[config.mk]
export PLATFORM = sky130hd
export DESIGN_NAME = indexed_array_insert_delete
export DESIGN_NICKNAME = d
export VERILOG_FILES = /design/src/design/iaid_pkg.sv /design/src/design/iaid_dpath.sv /design/src/design/iaid_ctrl.sv /design/src/design/indexed_array_insert_delete.sv
export SDC_FILE = /design/constraint.sdc
export NUM_CORES = 2
export LEC_CHECK = 0
export BUFFER_PORTS_ARGS = -buffer_cell sky130_fd_sc_hd__buf_2
export CORE_ASPECT_RATIO = 0.7
export CORE_UTILIZATION = 30
export CTS_BUF_LIST = sky130_fd_sc_hd__clkbuf_16
export CTS_CLUSTER_SIZE = 16
export DETAILED_ROUTE_END_ITERATION = 8
export SYNTH_ARGS = -nofsm -noshare
export SYNTH_HDL_FRONTEND = slang
export SYNTH_SLANG_ARGS = --single-unit
[constraint.sdc]
create_clock -name clk_i -period 10.3 [get_ports clk_i]
set_clock_uncertainty 0.1 [all_clocks]
set_input_delay 0.515 -clock clk_i [delete_from_list [all_inputs] [get_ports clk_i]]
set_output_delay 0.515 -clock clk_i [all_outputs]
set_load 0.005 [all_outputs]
[src/design/iaid_pkg.sv]
`timescale 1ns / 1ps

package iaid_pkg;

  localparam int unsigned CAPACITY_DEF  = 64;
  localparam int unsigned WORD_BITS_DEF = 32;

  // field widths of the stream items
  localparam int unsigned CMD_W  = 3;
  localparam int unsigned POS_W  = 7;
  localparam int unsigned WORD_W = 32;
  localparam int unsigned FIDX_W = 6;
  localparam int unsigned REM_W  = 7;
  localparam int unsigned ST_W   = 2;
  localparam int unsigned CNT_W  = 7;

  localparam int unsigned IN_DATA_W  = 48;
  localparam int unsigned OUT_DATA_W = 56;

  // input tdata offsets
  localparam int unsigned IN_CMD_LSB  = 0;
  localparam int unsigned IN_POS_LSB  = IN_CMD_LSB + CMD_W;
  localparam int unsigned IN_WORD_LSB = IN_POS_LSB + POS_W;

  // output tdata offsets
  localparam int unsigned OUT_RD_LSB    = 0;
  localparam int unsigned OUT_FIDX_LSB  = OUT_RD_LSB + WORD_W;
  localparam int unsigned OUT_REM_LSB   = OUT_FIDX_LSB + FIDX_W;
  localparam int unsigned OUT_ST_LSB    = OUT_REM_LSB + REM_W;
  localparam int unsigned OUT_CNT_LSB   = OUT_ST_LSB + ST_W;
  localparam int unsigned OUT_EMPTY_LSB = OUT_CNT_LSB + CNT_W;

  typedef enum logic [CMD_W-1:0] {
    CMD_READ_AT = 3'd0,
    CMD_PUSH    = 3'd1,
    CMD_POP     = 3'd2,
    CMD_INSERT  = 3'd3,
    CMD_PREPEND = 3'd4,
    CMD_DELETE  = 3'd5,
    CMD_REMOVE  = 3'd6,
    CMD_FIND    = 3'd7
  } cmd_e;

  typedef enum logic [ST_W-1:0] {
    ST_OK    = 2'd0,
    ST_RANGE = 2'd1,
    ST_FULL  = 2'd2,
    ST_NONE  = 2'd3
  } st_e;

  typedef enum logic [3:0] {
    S_IDLE,
    S_DECIDE,
    S_READ,
    S_UP,
    S_PUT,
    S_DOWN,
    S_COMPACT,
    S_FIND,
    S_DONE
  } state_e;

  typedef enum logic [4:0] {
    DP_IDLE,
    DP_LATCH,
    DP_SET_RANGE,
    DP_SET_FULL,
    DP_SET_NONE,
    DP_READ_AT,
    DP_PUSH,
    DP_POP,
    DP_TAKE,
    DP_UP_START,
    DP_UP,
    DP_PUT,
    DP_DEL_LAST,
    DP_DOWN_START,
    DP_DOWN,
    DP_SCAN_START,
    DP_COMPACT,
    DP_FIND
  } dp_op_e;

  typedef struct packed {
    dp_op_e op;
    logic   out_load;
  } dp_cmd_t;

  typedef struct packed {
    cmd_e cmd;
    logic pos_gt_cnt;
    logic pos_ge_cnt;
    logic pos_eq_cnt;
    logic pos_is_last;
    logic cnt_zero;
    logic cnt_full;
    logic up_more;
    logic down_more;
    logic scan_more;
    logic match;
  } dp_stat_t;

endpackage

[src/design/iaid_dpath.sv]
`timescale 1ns / 1ps

module iaid_dpath #(
  parameter int unsigned CAPACITY  = 64,
  parameter int unsigned WORD_BITS = 32
) (
  input  logic                             clk_i,
  input  logic                             rst_ni,
  input  logic [iaid_pkg::IN_DATA_W-1:0]   in_data_i,
  input  iaid_pkg::dp_cmd_t                cmd_i,
  output iaid_pkg::dp_stat_t               stat_o,
  output logic [iaid_pkg::OUT_DATA_W-1:0]  out_data_o
);
  import iaid_pkg::*;

  localparam int unsigned AW = $clog2(CAPACITY);
  localparam int unsigned CW = $clog2(CAPACITY + 1);
  localparam int unsigned XW = ((CW > POS_W) ? CW : POS_W) + 1;

  logic [WORD_BITS-1:0] mem_q [CAPACITY];

  cmd_e                 cmd_q, cmd_d;
  logic [POS_W-1:0]     pos_q, pos_d;
  logic [WORD_BITS-1:0] val_q, val_d;
  logic [CW-1:0]        count_q, count_d;
  logic [CW-1:0]        ptr_q, ptr_d;
  logic [CW-1:0]        wptr_q, wptr_d;
  logic [WORD_BITS-1:0] rdat_q;
  logic [WORD_W-1:0]    rd_q, rd_d;
  logic [FIDX_W-1:0]    fidx_q, fidx_d;
  logic [REM_W-1:0]     rem_q, rem_d;
  st_e                  st_q, st_d;
  logic [OUT_DATA_W-1:0] out_q;

  logic                 mem_we;
  logic [XW-1:0]        waddr_x, raddr_x;
  logic [WORD_BITS-1:0] wdata;

  logic [XW-1:0]        pos_x, cnt_x, ptr_x, wptr_x;
  logic                 match;
  logic signed [WORD_W-1:0] in_word;
  logic [63:0]          in_word64;
  logic [63:0]          rd_ext;

  assign pos_x  = XW'(pos_q);
  assign cnt_x  = XW'(count_q);
  assign ptr_x  = XW'(ptr_q);
  assign wptr_x = XW'(wptr_q);
  assign match  = (rdat_q == val_q);

  assign in_word   = signed'(in_data_i[IN_WORD_LSB +: WORD_W]);
  assign in_word64 = 64'(in_word);
  assign rd_ext    = 64'(signed'(rdat_q));

  always_comb begin
    stat_o.cmd         = cmd_q;
    stat_o.pos_gt_cnt  = (pos_x > cnt_x);
    stat_o.pos_ge_cnt  = (pos_x >= cnt_x);
    stat_o.pos_eq_cnt  = (pos_x == cnt_x);
    stat_o.pos_is_last = ((pos_x + XW'(1)) == cnt_x);
    stat_o.cnt_zero    = (count_q == '0);
    stat_o.cnt_full    = (cnt_x >= XW'(CAPACITY));
    stat_o.up_more     = (ptr_x > (pos_x + XW'(1)));
    stat_o.down_more   = ((ptr_x + XW'(2)) < cnt_x);
    stat_o.scan_more   = (ptr_x < cnt_x);
    stat_o.match       = match;
  end

  always_comb begin
    cmd_d   = cmd_q;
    pos_d   = pos_q;
    val_d   = val_q;
    count_d = count_q;
    ptr_d   = ptr_q;
    wptr_d  = wptr_q;
    rd_d    = rd_q;
    fidx_d  = fidx_q;
    rem_d   = rem_q;
    st_d    = st_q;
    mem_we  = 1'b0;
    waddr_x = cnt_x;
    wdata   = val_q;
    raddr_x = ptr_x;
    case (cmd_i.op)
      DP_LATCH: begin
        cmd_d  = cmd_e'(in_data_i[IN_CMD_LSB +: CMD_W]);
        pos_d  = (cmd_d == CMD_PREPEND) ? '0 : in_data_i[IN_POS_LSB +: POS_W];
        val_d  = in_word64[WORD_BITS-1:0];
        rd_d   = '0;
        fidx_d = '0;
        rem_d  = '0;
        st_d   = ST_OK;
      end
      DP_SET_RANGE: st_d = ST_RANGE;
      DP_SET_FULL:  st_d = ST_FULL;
      DP_SET_NONE:  st_d = ST_NONE;
      DP_READ_AT:   raddr_x = pos_x;
      DP_PUSH: begin
        mem_we  = 1'b1;
        waddr_x = cnt_x;
        wdata   = val_q;
        count_d = count_q + CW'(1);
      end
      DP_POP: begin
        raddr_x = cnt_x - XW'(1);
        count_d = count_q - CW'(1);
      end
      DP_TAKE: rd_d = rd_ext[WORD_W-1:0];
      DP_UP_START: begin
        raddr_x = cnt_x - XW'(1);
        ptr_d   = count_q;
      end
      DP_UP: begin
        // move one entry up, fetch the one below the next gap
        mem_we  = 1'b1;
        waddr_x = ptr_x;
        wdata   = rdat_q;
        raddr_x = ptr_x - XW'(2);
        ptr_d   = ptr_q - CW'(1);
      end
      DP_PUT: begin
        mem_we  = 1'b1;
        waddr_x = pos_x;
        wdata   = val_q;
        count_d = count_q + CW'(1);
      end
      DP_DEL_LAST: count_d = count_q - CW'(1);
      DP_DOWN_START: begin
        raddr_x = pos_x + XW'(1);
        ptr_d   = pos_x[CW-1:0];
      end
      DP_DOWN: begin
        mem_we  = 1'b1;
        waddr_x = ptr_x;
        wdata   = rdat_q;
        raddr_x = ptr_x + XW'(2);
        ptr_d   = ptr_q + CW'(1);
        if (!stat_o.down_more) begin
          count_d = count_q - CW'(1);
        end
      end
      DP_SCAN_START: begin
        raddr_x = '0;
        ptr_d   = CW'(1);
        wptr_d  = '0;
        if (cmd_q == CMD_FIND) begin
          st_d = ST_NONE;
        end
      end
      DP_COMPACT: begin
        // rdat_q holds entry ptr-1; keepers are packed down at wptr
        if (!match) begin
          mem_we  = 1'b1;
          waddr_x = wptr_x;
          wdata   = rdat_q;
          wptr_d  = wptr_q + CW'(1);
        end
        raddr_x = ptr_x;
        ptr_d   = ptr_q + CW'(1);
        if (!stat_o.scan_more) begin
          count_d = wptr_d;
          rem_d   = REM_W'(count_q - wptr_d);
        end
      end
      DP_FIND: begin
        raddr_x = ptr_x;
        ptr_d   = ptr_q + CW'(1);
        if (match) begin
          fidx_d = FIDX_W'(ptr_q - CW'(1));
          st_d   = ST_OK;
        end
      end
      default: ;
    endcase
  end

  always_ff @(posedge clk_i) begin
    if (mem_we) begin
      mem_q[waddr_x[AW-1:0]] <= wdata;
    end
    rdat_q <= mem_q[raddr_x[AW-1:0]];
  end

  always_ff @(posedge clk_i or negedge rst_ni) begin
    if (!rst_ni) begin
      count_q <= '0;
    end else begin
      count_q <= count_d;
    end
  end

  always_ff @(posedge clk_i) begin
    cmd_q  <= cmd_d;
    pos_q  <= pos_d;
    val_q  <= val_d;
    ptr_q  <= ptr_d;
    wptr_q <= wptr_d;
    rd_q   <= rd_d;
    fidx_q <= fidx_d;
    rem_q  <= rem_d;
    st_q   <= st_d;
    if (cmd_i.out_load) begin
      out_q <= {1'b0, (count_q == '0), CNT_W'(count_q), st_q, rem_q, fidx_q, rd_q};
    end
  end

  assign out_data_o = out_q;

endmodule

[src/design/iaid_ctrl.sv]
`timescale 1ns / 1ps

module iaid_ctrl (
  input  logic                clk_i,
  input  logic                rst_ni,
  input  logic                in_valid_i,
  output logic                in_ready_o,
  output logic                out_valid_o,
  input  logic                out_ready_i,
  input  iaid_pkg::dp_stat_t  stat_i,
  output iaid_pkg::dp_cmd_t   cmd_o
);
  import iaid_pkg::*;

  state_e state_q, state_d;
  logic   out_valid_q, out_valid_d;
  logic   slot_free;
  dp_op_e decide_op;
  state_e decide_next;

  assign slot_free = !out_valid_q || out_ready_i;

  // branch taken once the transaction fields are registered
  always_comb begin
    decide_op   = DP_IDLE;
    decide_next = S_DONE;
    case (stat_i.cmd)
      CMD_READ_AT: begin
        if (stat_i.pos_ge_cnt) begin
          decide_op = DP_SET_RANGE;
        end else begin
          decide_op   = DP_READ_AT;
          decide_next = S_READ;
        end
      end
      CMD_PUSH: begin
        decide_op = stat_i.cnt_full ? DP_SET_FULL : DP_PUSH;
      end
      CMD_POP: begin
        if (stat_i.cnt_zero) begin
          decide_op = DP_SET_RANGE;
        end else begin
          decide_op   = DP_POP;
          decide_next = S_READ;
        end
      end
      CMD_INSERT, CMD_PREPEND: begin
        if (stat_i.pos_gt_cnt) begin
          decide_op = DP_SET_RANGE;
        end else if (stat_i.cnt_full) begin
          decide_op = DP_SET_FULL;
        end else if (stat_i.pos_eq_cnt) begin
          decide_op = DP_PUT;
        end else begin
          decide_op   = DP_UP_START;
          decide_next = S_UP;
        end
      end
      CMD_DELETE: begin
        if (stat_i.pos_ge_cnt) begin
          decide_op = DP_SET_RANGE;
        end else if (stat_i.pos_is_last) begin
          decide_op = DP_DEL_LAST;
        end else begin
          decide_op   = DP_DOWN_START;
          decide_next = S_DOWN;
        end
      end
      CMD_REMOVE: begin
        if (!stat_i.cnt_zero) begin
          decide_op   = DP_SCAN_START;
          decide_next = S_COMPACT;
        end
      end
      CMD_FIND: begin
        if (stat_i.cnt_zero) begin
          decide_op = DP_SET_NONE;
        end else begin
          decide_op   = DP_SCAN_START;
          decide_next = S_FIND;
        end
      end
      default: ;
    endcase
  end

  always_comb begin
    state_d = state_q;
    case (state_q)
      S_IDLE:    if (in_valid_i) state_d = S_DECIDE;
      S_DECIDE:  state_d = decide_next;
      S_READ:    state_d = S_DONE;
      S_UP:      if (!stat_i.up_more) state_d = S_PUT;
      S_PUT:     state_d = S_DONE;
      S_DOWN:    if (!stat_i.down_more) state_d = S_DONE;
      S_COMPACT: if (!stat_i.scan_more) state_d = S_DONE;
      S_FIND:    if (stat_i.match || !stat_i.scan_more) state_d = S_DONE;
      S_DONE:    if (slot_free) state_d = S_IDLE;
      default:   state_d = S_IDLE;
    endcase
  end

  always_comb begin
    in_ready_o      = 1'b0;
    cmd_o.op        = DP_IDLE;
    cmd_o.out_load  = 1'b0;
    case (state_q)
      S_IDLE: begin
        in_ready_o = 1'b1;
        if (in_valid_i) begin
          cmd_o.op = DP_LATCH;
        end
      end
      S_DECIDE:  cmd_o.op = decide_op;
      S_READ:    cmd_o.op = DP_TAKE;
      S_UP:      cmd_o.op = DP_UP;
      S_PUT:     cmd_o.op = DP_PUT;
      S_DOWN:    cmd_o.op = DP_DOWN;
      S_COMPACT: cmd_o.op = DP_COMPACT;
      S_FIND:    cmd_o.op = DP_FIND;
      S_DONE:    cmd_o.out_load = slot_free;
      default:   ;
    endcase
  end

  always_comb begin
    out_valid_d = out_valid_q;
    if (cmd_o.out_load) begin
      out_valid_d = 1'b1;
    end else if (out_ready_i) begin
      out_valid_d = 1'b0;
    end
  end

  always_ff @(posedge clk_i or negedge rst_ni) begin
    if (!rst_ni) begin
      state_q     <= S_IDLE;
      out_valid_q <= 1'b0;
    end else begin
      state_q     <= state_d;
      out_valid_q <= out_valid_d;
    end
  end

  assign out_valid_o = out_valid_q;

endmodule

[src/design/indexed_array_insert_delete.sv]
`timescale 1ns / 1ps

// ordered array of signed words with a live count, worked on one command at a time. a command
// is taken while the block is idle, also while the previous result still waits in the output
// register. the array sits in a single-port-write, registered-read memory, so the shifting
// commands move one entry per cycle, and find stops at its first match. after reset the block
// is ready at once: entries are only ever read below the live count, so the memory needs no
// clearing.
module indexed_array_insert_delete #(
  parameter int unsigned CAPACITY  = iaid_pkg::CAPACITY_DEF,
  parameter int unsigned WORD_BITS = iaid_pkg::WORD_BITS_DEF
) (
  input  logic                             clk_i,
  input  logic                             rst_ni,
  input  logic                             s_axis_tvalid,
  output logic                             s_axis_tready,
  // command[2:0], position[9:3], word[41:10], zero pad[47:42]
  input  logic [iaid_pkg::IN_DATA_W-1:0]   s_axis_tdata,
  output logic                             m_axis_tvalid,
  input  logic                             m_axis_tready,
  // read_word[31:0], found_index[37:32], removed_count[44:38], status[46:45],
  // entry_count[53:47], is_empty[54], zero pad[55]
  output logic [iaid_pkg::OUT_DATA_W-1:0]  m_axis_tdata
);
  import iaid_pkg::*;

  dp_cmd_t  dp_cmd;
  dp_stat_t dp_stat;

  iaid_ctrl u_ctrl (
    .clk_i       (clk_i),
    .rst_ni      (rst_ni),
    .in_valid_i  (s_axis_tvalid),
    .in_ready_o  (s_axis_tready),
    .out_valid_o (m_axis_tvalid),
    .out_ready_i (m_axis_tready),
    .stat_i      (dp_stat),
    .cmd_o       (dp_cmd)
  );

  iaid_dpath #(
    .CAPACITY  (CAPACITY),
    .WORD_BITS (WORD_BITS)
  ) u_dpath (
    .clk_i      (clk_i),
    .rst_ni     (rst_ni),
    .in_data_i  (s_axis_tdata),
    .cmd_i      (dp_cmd),
    .stat_o     (dp_stat),
    .out_data_o (m_axis_tdata)
  );

  // one transaction in flight at a time
  a_single_cmd : assert property (@(posedge clk_i) disable iff (!rst_ni)
    s_axis_tvalid && s_axis_tready |=> !s_axis_tready)
    else $error("second command accepted while busy");

  // result register never overwritten while still held
  a_no_overwrite : assert property (@(posedge clk_i) disable iff (!rst_ni)
    dp_cmd.out_load |-> (!m_axis_tvalid || m_axis_tready))
    else $error("pending result overwritten");

  // no append beyond capacity
  a_push_room : assert property (@(posedge clk_i) disable iff (!rst_ni)
    (dp_cmd.op == DP_PUSH || dp_cmd.op == DP_PUT) |-> !dp_stat.cnt_full)
    else $error("write past capacity");

  // read data is taken in the cycle after its fetch
  a_take_after_read : assert property (@(posedge clk_i) disable iff (!rst_ni)
    dp_cmd.op == DP_TAKE |-> ($past(dp_cmd.op) == DP_READ_AT || $past(dp_cmd.op) == DP_POP))
    else $error("read data taken without fetch");

endmodule
### Word-level counts from Yosys, hierarchy flattened

Memories as Yosys holds them, arrays and structs flattened. A register that Yosys moved wholly into a read port is not among the register bits.
Index checks and enable logic that the tools add are counted.

| storage, ports and cells | value |
|---|---|
| flip-flop bits (word level) | 170 |
| memory bits (writable) | 2048 |
| bits of input ports | 52 |
| memories kept | 1 |

| operators by class | value |
|---|---|
| $add $sub $neg | 10 |
| $lt $le $gt $ge | 6 |
| equality and inequality tests | 46 |
| mux-type cells | 58 |
| reductions and logical operators | 28 |

Memories:

| name | depth | width | read ports | clocked after memory_dff | wr ports | RTL line | source |
|---|---|---|---|---|---|---|---|
| u_dpath.mem_q | 64 | 32 | 1 | 1 | 1 | iaid_dpath.sv:20 | `logic [WORD_BITS-1:0] mem_q [CAPACITY];` |

Operator list:

| kind | number |
|---|---|
| 32-bit case mux with 2 select lines | 2 |
| 4-bit two-way mux | 17 |
| 5-bit by 4-bit == test with 1-bit output, second input constant | 8 |
| 5-bit case mux with 8 select lines | 1 |
| 6-bit case mux with 6 select lines | 1 |
| 7-bit two-way mux | 5 |
| 5-bit case mux with 7 select lines | 1 |
| 7-bit case mux with 5 select lines | 1 |
| 32-bit == test | 1 |
| 32-bit two-way mux | 1 |
| 4-bit case mux with 8 select lines | 1 |
| 7-bit case mux with 2 select lines | 2 |
| 7-bit case mux with 4 select lines | 1 |
| 4-bit case mux with 6 select lines | 1 |
| 7-bit by 1-bit adder with 7-bit output, second input constant | 3 |
| 5-bit by 3-bit == test with 1-bit output, second input constant | 4 |
| 6-bit case mux with 3 select lines | 1 |
| 4-bit by 3-bit == test with 1-bit output, second input constant | 4 |
| 3-bit == test, second input constant | 5 |
| 5-bit two-way mux | 3 |
| 2-bit inequality test, second input constant | 7 |
| 7-bit by 1-bit subtractor with 7-bit output, second input constant | 2 |
| 6-bit two-way mux | 2 |
| 2-bit case mux with 6 select lines | 1 |
| other kinds (42) | 73 |

### Logic depth before layout (Yosys ltp)

| logic depth | value |
|---|---|
| word-level depth | 11 |
| mapped depth | 23 |
| depth with buffers taken out | 19 |

### Modules after synthesis

A second synthesis with hierarchy kept.

| second synthesis, totals | value |
|---|---|
| cell total of the unflattened synthesis | 6882 |
| area total of the unflattened synthesis | 91333.8 um2 |

By module, submodules not included:

| module | times used | cells an instance | area each (um2) | sequential area each (um2) |
|---|---|---|---|---|
| iaid_dpath | 1 | 6772 | 90538.1 | 67059.3 |
| iaid_ctrl | 1 | 110 | 795.8 | 125.1 |

### Least setup slack after synthesis

OpenSTA, ideal clock, no wires.

| timing | value |
|---|---|
| path kind | reg-to-reg |
| start | register u_dpath.count_q[6] |
| end | memory u_dpath.mem_q[10][0] (enable) |
| library setup time | 421 ps |
| data arrival time | 5509 ps |
| data required time | 9779 ps |
| path slack | 4270 ps |
| cell stages (with the launch flop) | 16 |
| buffers on the path | 2 |
| clock period less this slack | 6030 ps |
| cells stage by stage | dfrtp_1 > clkbuf_1 > inv_1 > ha_1 > nand4_1 > o31a_1 > o211a_1 > or4_4 > o41ai_4 > mux2i_1 > a22oi_1 > nor2_1 > a221o_1 > or3_1 > clkbuf_1 > nor2_1 |

| between the ends | value |
|---|---|
| cells in the longest elaborated chain, start to end | 11 |
| elaborated cells on any way between the ends | 29 |
| those cells by class | order compare: 3; eq/ne: 7; mux: 16; reduce/logical: 3 |

Ends and longest elaborated chain:

| item | RTL line | source |
|---|---|---|
| from (decl) | iaid_dpath.sv:25 | `logic [CW-1:0] count_q, count_d;` |
| from (signal assigned) | iaid_dpath.sv:188 | `count_q <= count_d;` |
| branches (longest 4 deep; another with 7-bit greater-or-equal comparator) | -- |  |
| 5-bit case mux with 7 select lines * | iaid_ctrl.sv:27 | `case (stat_i.cmd)` |
| 5-bit case mux with 8 select lines * | iaid_ctrl.sv:107 | `case (state_q)` |
| 5-bit by 3-bit == test with 1-bit output / 5-bit by 4-bit == test with 1-bit output (equally long branches) | iaid_dpath.sv:84 | `case (cmd_i.op)` |
| 4-bit OR reduction (no line) | -- |  |
| 1-bit case mux with 2 select lines | iaid_dpath.sv:84 |  |
| 1-bit two-way mux | iaid_dpath.sv:178 | `if (mem_we) begin` |
| 1-bit two-way mux (implied by the code) | iaid_dpath.sv:179 | `mem_q[waddr_x[AW-1:0]] <= wdata;` |
| to (decl) | iaid_dpath.sv:20 |  |

Mark *: on every way between the ends.

### Worst setup path after layout

| timing | value |
|---|---|
| start | register u_dpath.count_q[6] |
| end | register u_dpath.rdat_q[20], read port of u_dpath.mem_q |

| between the ends | value |
|---|---|
| cells in the longest elaborated chain, start to end | 9 |
| elaborated cells on any way between the ends | 27 |
| those cells by class | order compare: 3; eq/ne: 9; mux: 13; reduce/logical: 2 |

Ends and longest elaborated chain:

| item | RTL line | source |
|---|---|---|
| branches (longest 4 deep; another with 7-bit greater-or-equal comparator) | -- |  |
| 5-bit case mux with 7 select lines * | iaid_ctrl.sv:27 |  |
| 5-bit case mux with 8 select lines * | iaid_ctrl.sv:107 |  |
| 5-bit by 3-bit == test with 1-bit output / 5-bit by 4-bit == test with 1-bit output (equally long branches) | iaid_dpath.sv:84 |  |
| 2-bit OR reduction (no line) | -- |  |
| 6-bit case mux with 6 select lines * | iaid_dpath.sv:84 |  |
| to (decl) | iaid_dpath.sv:28 | `logic [WORD_BITS-1:0] rdat_q;` |

Marked as above.
A chain may end at the register's enable or synchronous reset.

==> results.tsv <==
stage	metric	value	unit
worst_setup_path	cp_data_required_time	10.86	ns
worst_setup_path	r2r_end	u_dpath.rdat_q[20]	
synthesis	ys_async_sr_fraction	0.00533	
timing	rsz0062_at_grt	false	
timing	setup_tns	0	ns
run_status	outcome	complete, but fails checks	
synthesis	synth_cells	6391	
synthesis	synth_compound_area_frac	0.0705	
timing	tightest_slew	1.50	ns
synthesis	yosysSeqAreaShare	0.733	
synthesis	synth_edf_count	2206	
route	viasPerCell	5.42	
global_routing	gr-total-overflow	0	
layout	seqCellArea	67200	um2
layout	layout-drive-gt1-share	0.123	
worst_setup_path	rrSetupSlack	1.95	ns
synthesis	synth_nets	6490	
timing	drv_slew	8	
worst_setup_path	ff2ff_path_depth	17	
synthesis	synthesis.area	91700	um2
worst_setup_path	worstSetupStartpoint	u_dpath.count_q[6]	
synthesis	synthDistinctLibCells	94	
placed_design	io_buffers	102	
layout	num-nets-final	6667	
synthesis	post_synth.cell_area_avg	14.4	um2
route	drt-initial-drc-count	9716	
hold_path	holdPathEnd	u_dpath.val_q[27]	
worst_setup_path	cp_cell_sequence	inv_1 -> ha_1 -> nand4_1 -> a21o_1 -> a21oi_1 -> o221ai_2 -> a211oi_1 -> a22o_1 -> a211o_1 -> a21o_4 -> buf_4 -> a22oi_2 -> buf_4 -> a221oi_1 -> a211oi_1 -> a22oi_1 -> o41ai_1	
worst_setup_path	reg2reg_from	u_dpath.count_q[6]	
route	remaining_drc_errors	0	
synthesis	synthMuxAreaShare	0.0588	
route	num_vias	58400	
clocking	h-tree-depth	4	
synthesis	ys_ff_latch	2250	
worst_setup_path	cpMaxStageDelayCell	a22oi_1	
route	first_pass_iters	6	
clocking	post_cts_buffers	0	
timing	holdWs	0.252	ns
clocking	cts_num_sinks	2250	
run_status	failed_checks	max-capacitance violations, max-slew violations	
global_routing	grt_usage	0.184	
global_routing	grt_pass1_vias	54000	
clocking	path_clk_slew	0.07	ns
synthesis	ys.flop_type	edfxtp_1	
worst_setup_path	path_class	flop to flop	
synthesis	synth-simple-area-share	0.103	
layout	fillCellCount	28600	
global_routing	grt_max_degree	159	
layout	multi_input_area	23300	um2
clocking	root_buffer	clkbuf_16	
clocking	clock_latency	0.89	ns
worst_setup_path	crit_fanout	15	
worst_setup_path	crit_path_start_kind	flop	
global_routing	antenna_found_initial	33	
clocking	cts_tree	done	
job	drv_cap	1	
timing	setup_viol	0	
hold_path	hp-class	input port to flop	
route	drtAntennaViolNets	0	
hold_path	min-delay-start	s_axis_tdata[37]	
route	drt_wl_total	294	mm
synthesis	synth_top_family_by_area	simple AND/OR/NAND/NOR gates	
hold_path	holdPathStages	2	
placed_design	dpl.hpwl	169	mm
clocking	cts_made_buffers	205	
layout	area_growth	14.8	%
route	wl_per_cell	27.3	um
timing	maxSlewHeadroom	-0.00183	
floorplan	io_pins	110	
worst_setup_path	cp-end-kind	flop	
clocking	clk_path_buf_depth	4	
placed_design	place_ws	2.50	ns
synthesis	synth_warnings	0	
synthesis	synthXorXnorAreaFrac	0.00741	
floorplan	start_util	0.302	
floorplan	die_w	663	um
timing	min_period	8.35	ns
floorplan	core_region_area	303000	um2
placed_design	gp_congestion	0.871	
timing	min_period_over_period	0.811	
floorplan	die-area	308000	um2
floorplan	fp.dieH	465	um
timing	worst_slack	1.95	ns
global_routing	grt_pass1_wl	409	mm
timing	hold_violations	0	
synthesis	synthAdderAreaFrac	0.00658	
timing	fmax	120	MHz
worst_setup_path	slowest_delay	1.13	ns
floorplan	core.rowCount	169	
worst_setup_path	crit_arrival	8.91	ns
## registers in the layout, summed over array words and instances, names as in the netlist
name	flops
u_ctrl.state_q	4
u_dpath.val_q	32
u_dpath.mem_q	2048
u_dpath.ptr_q	7
u_dpath.st_q	2
u_dpath.cmd_q	3
u_dpath.wptr_q	7
u_dpath.rem_q	7
u_ctrl.out_valid_o	1
u_dpath.fidx_q	6
u_dpath.out_data_o	55
u_dpath.pos_q	7
u_dpath.rd_q	32
u_dpath.rdat_q	32
u_dpath.count_q	7
## layout make-up
cell class | count | area share
inverters | 25 | 0.000891
repair buffers | 370 | 0.0275
flip-flops and latches | 2250 | 0.638
diodes | 38 | 0.000903
multi-input cells | 3716 | 0.222
clock inverters | 157 | 0.0140
well taps | 4018 | 0.0477
clock buffers | 208 | 0.0494
## layout by cell type (no fill, tap or decap), types with 45 or more instances in the layout
master | Yosys | final
o22ai_1 | 49 | 49
mux2i_1 | 460 | 460
clkinv_2 | 0 | 45
a221oi_1 | 85 | 80
o21ai_0 | 104 | 103
nor2_4 | 0 | 66
nand2_1 | 1262 | 1259
clkbuf_16 | 0 | 208
nor2_1 | 146 | 78
ha_1 | 45 | 45
xnor2_1 | 55 | 55
a21oi_1 | 211 | 208
edfxtp_1 | 2206 | 2206
nand3_1 | 437 | 437
buf_2 | 160 | 102
o221ai_1 | 82 | 82
a31oi_1 | 61 | 61
dlygate4sd3_1 | 0 | 46
buf_4 | 38 | 201
and2_1 | 88 | 88
mux2_2 | 66 | 66
inv_1 | 24 | 58
a311oi_1 | 107 | 107
## metal layers
layer | share of wire | routed length, um | track usage
met5 | 0.0013 | 380 | 0
met2 | 0.41 | 119000 | 0.254
met3 | 0.14 | 40000 | 0.0589
met4 | 0.028 | 8120 | 0.0499
met1 | 0.43 | 127000 | 0.273
## synth_stat cells (49+ instances only)
cell type / instances / area, um2
a31oi_1: 61 / 382
o21ai_0: 104 / 521
o22ai_1: 49 / 307
clkbuf_1: 161 / 604
edfxtp_1: 2206 / 66200
o221ai_1: 82 / 718
buf_2: 160 / 801
xnor2_1: 55 / 482
a311oi_1: 107 / 937
nand2_1: 1262 / 4740
nor2_1: 146 / 548
a21oi_1: 211 / 1060
mux2_2: 66 / 743
mux2i_1: 460 / 4600
and2_1: 88 / 551
a221oi_1: 85 / 744
nand3_1: 437 / 2190
## critical path: cells and delay by family, from the launching register on
kind            cells  cell delay, ns
compound gates     12            5.29
flops               1            0.74
fa+ha+maj           1            0.43
buf+inv             3            1.23
simple gates        1            0.27
## logic make-up (layout without fill, tap and decap cells)
| kind of cell | Yosys count | count (layout) |
|---|---|---|
| flip-flops | 2250 | 2250 |
| AND/OR/NAND/NOR | 2144 | 2144 |
| AO/OA/AOI/OAI | 920 | 920 |
| multiplexers | 528 | 528 |
| buffers and inverters | 425 | 760 |
| XOR/XNOR | 76 | 76 |
| adder cells (fa/ha/maj) | 47 | 47 |
| other | 1 | 39 |
## through the flow
| stage | utilization | std cells | instance area (um2) |
|---|---|---|---|
| global placement | 0.323 | 10300 | 98100 |
| detailed placement | 0.323 | 10300 | 98100 |
| finish | 0.347 | 10800 | 105000 |
| floorplan | - | 6391 | 91700 |
| global route | 0.347 | 10700 | 105000 |
| CTS | 0.347 | 10700 | 105000 |
## how the worst max path moves through the flow
stage                                  endpoint  slack (ns)  cells after the start
after global placement     u_dpath.mem_q[12][1]        2.69                     17
after detailed placement  u_dpath.mem_q[12][31]        2.50                     17
after CTS                  u_dpath.mem_q[12][7]        2.45                     17
after floorplan            u_dpath.mem_q[10][0]        4.27                     15
final                        u_dpath.rdat_q[20]        1.95                     17
after global routing         u_dpath.rdat_q[20]        1.93                     17
## repair_timing
item / CTS / global route
hold buffers: 46 / 0
hold endpoints to repair: 56 / 0
gates resized for setup: 0 / 0
Power is not shown: default switching activity piles up to over one toggle a cycle in this logic, so the estimate is an artifact.
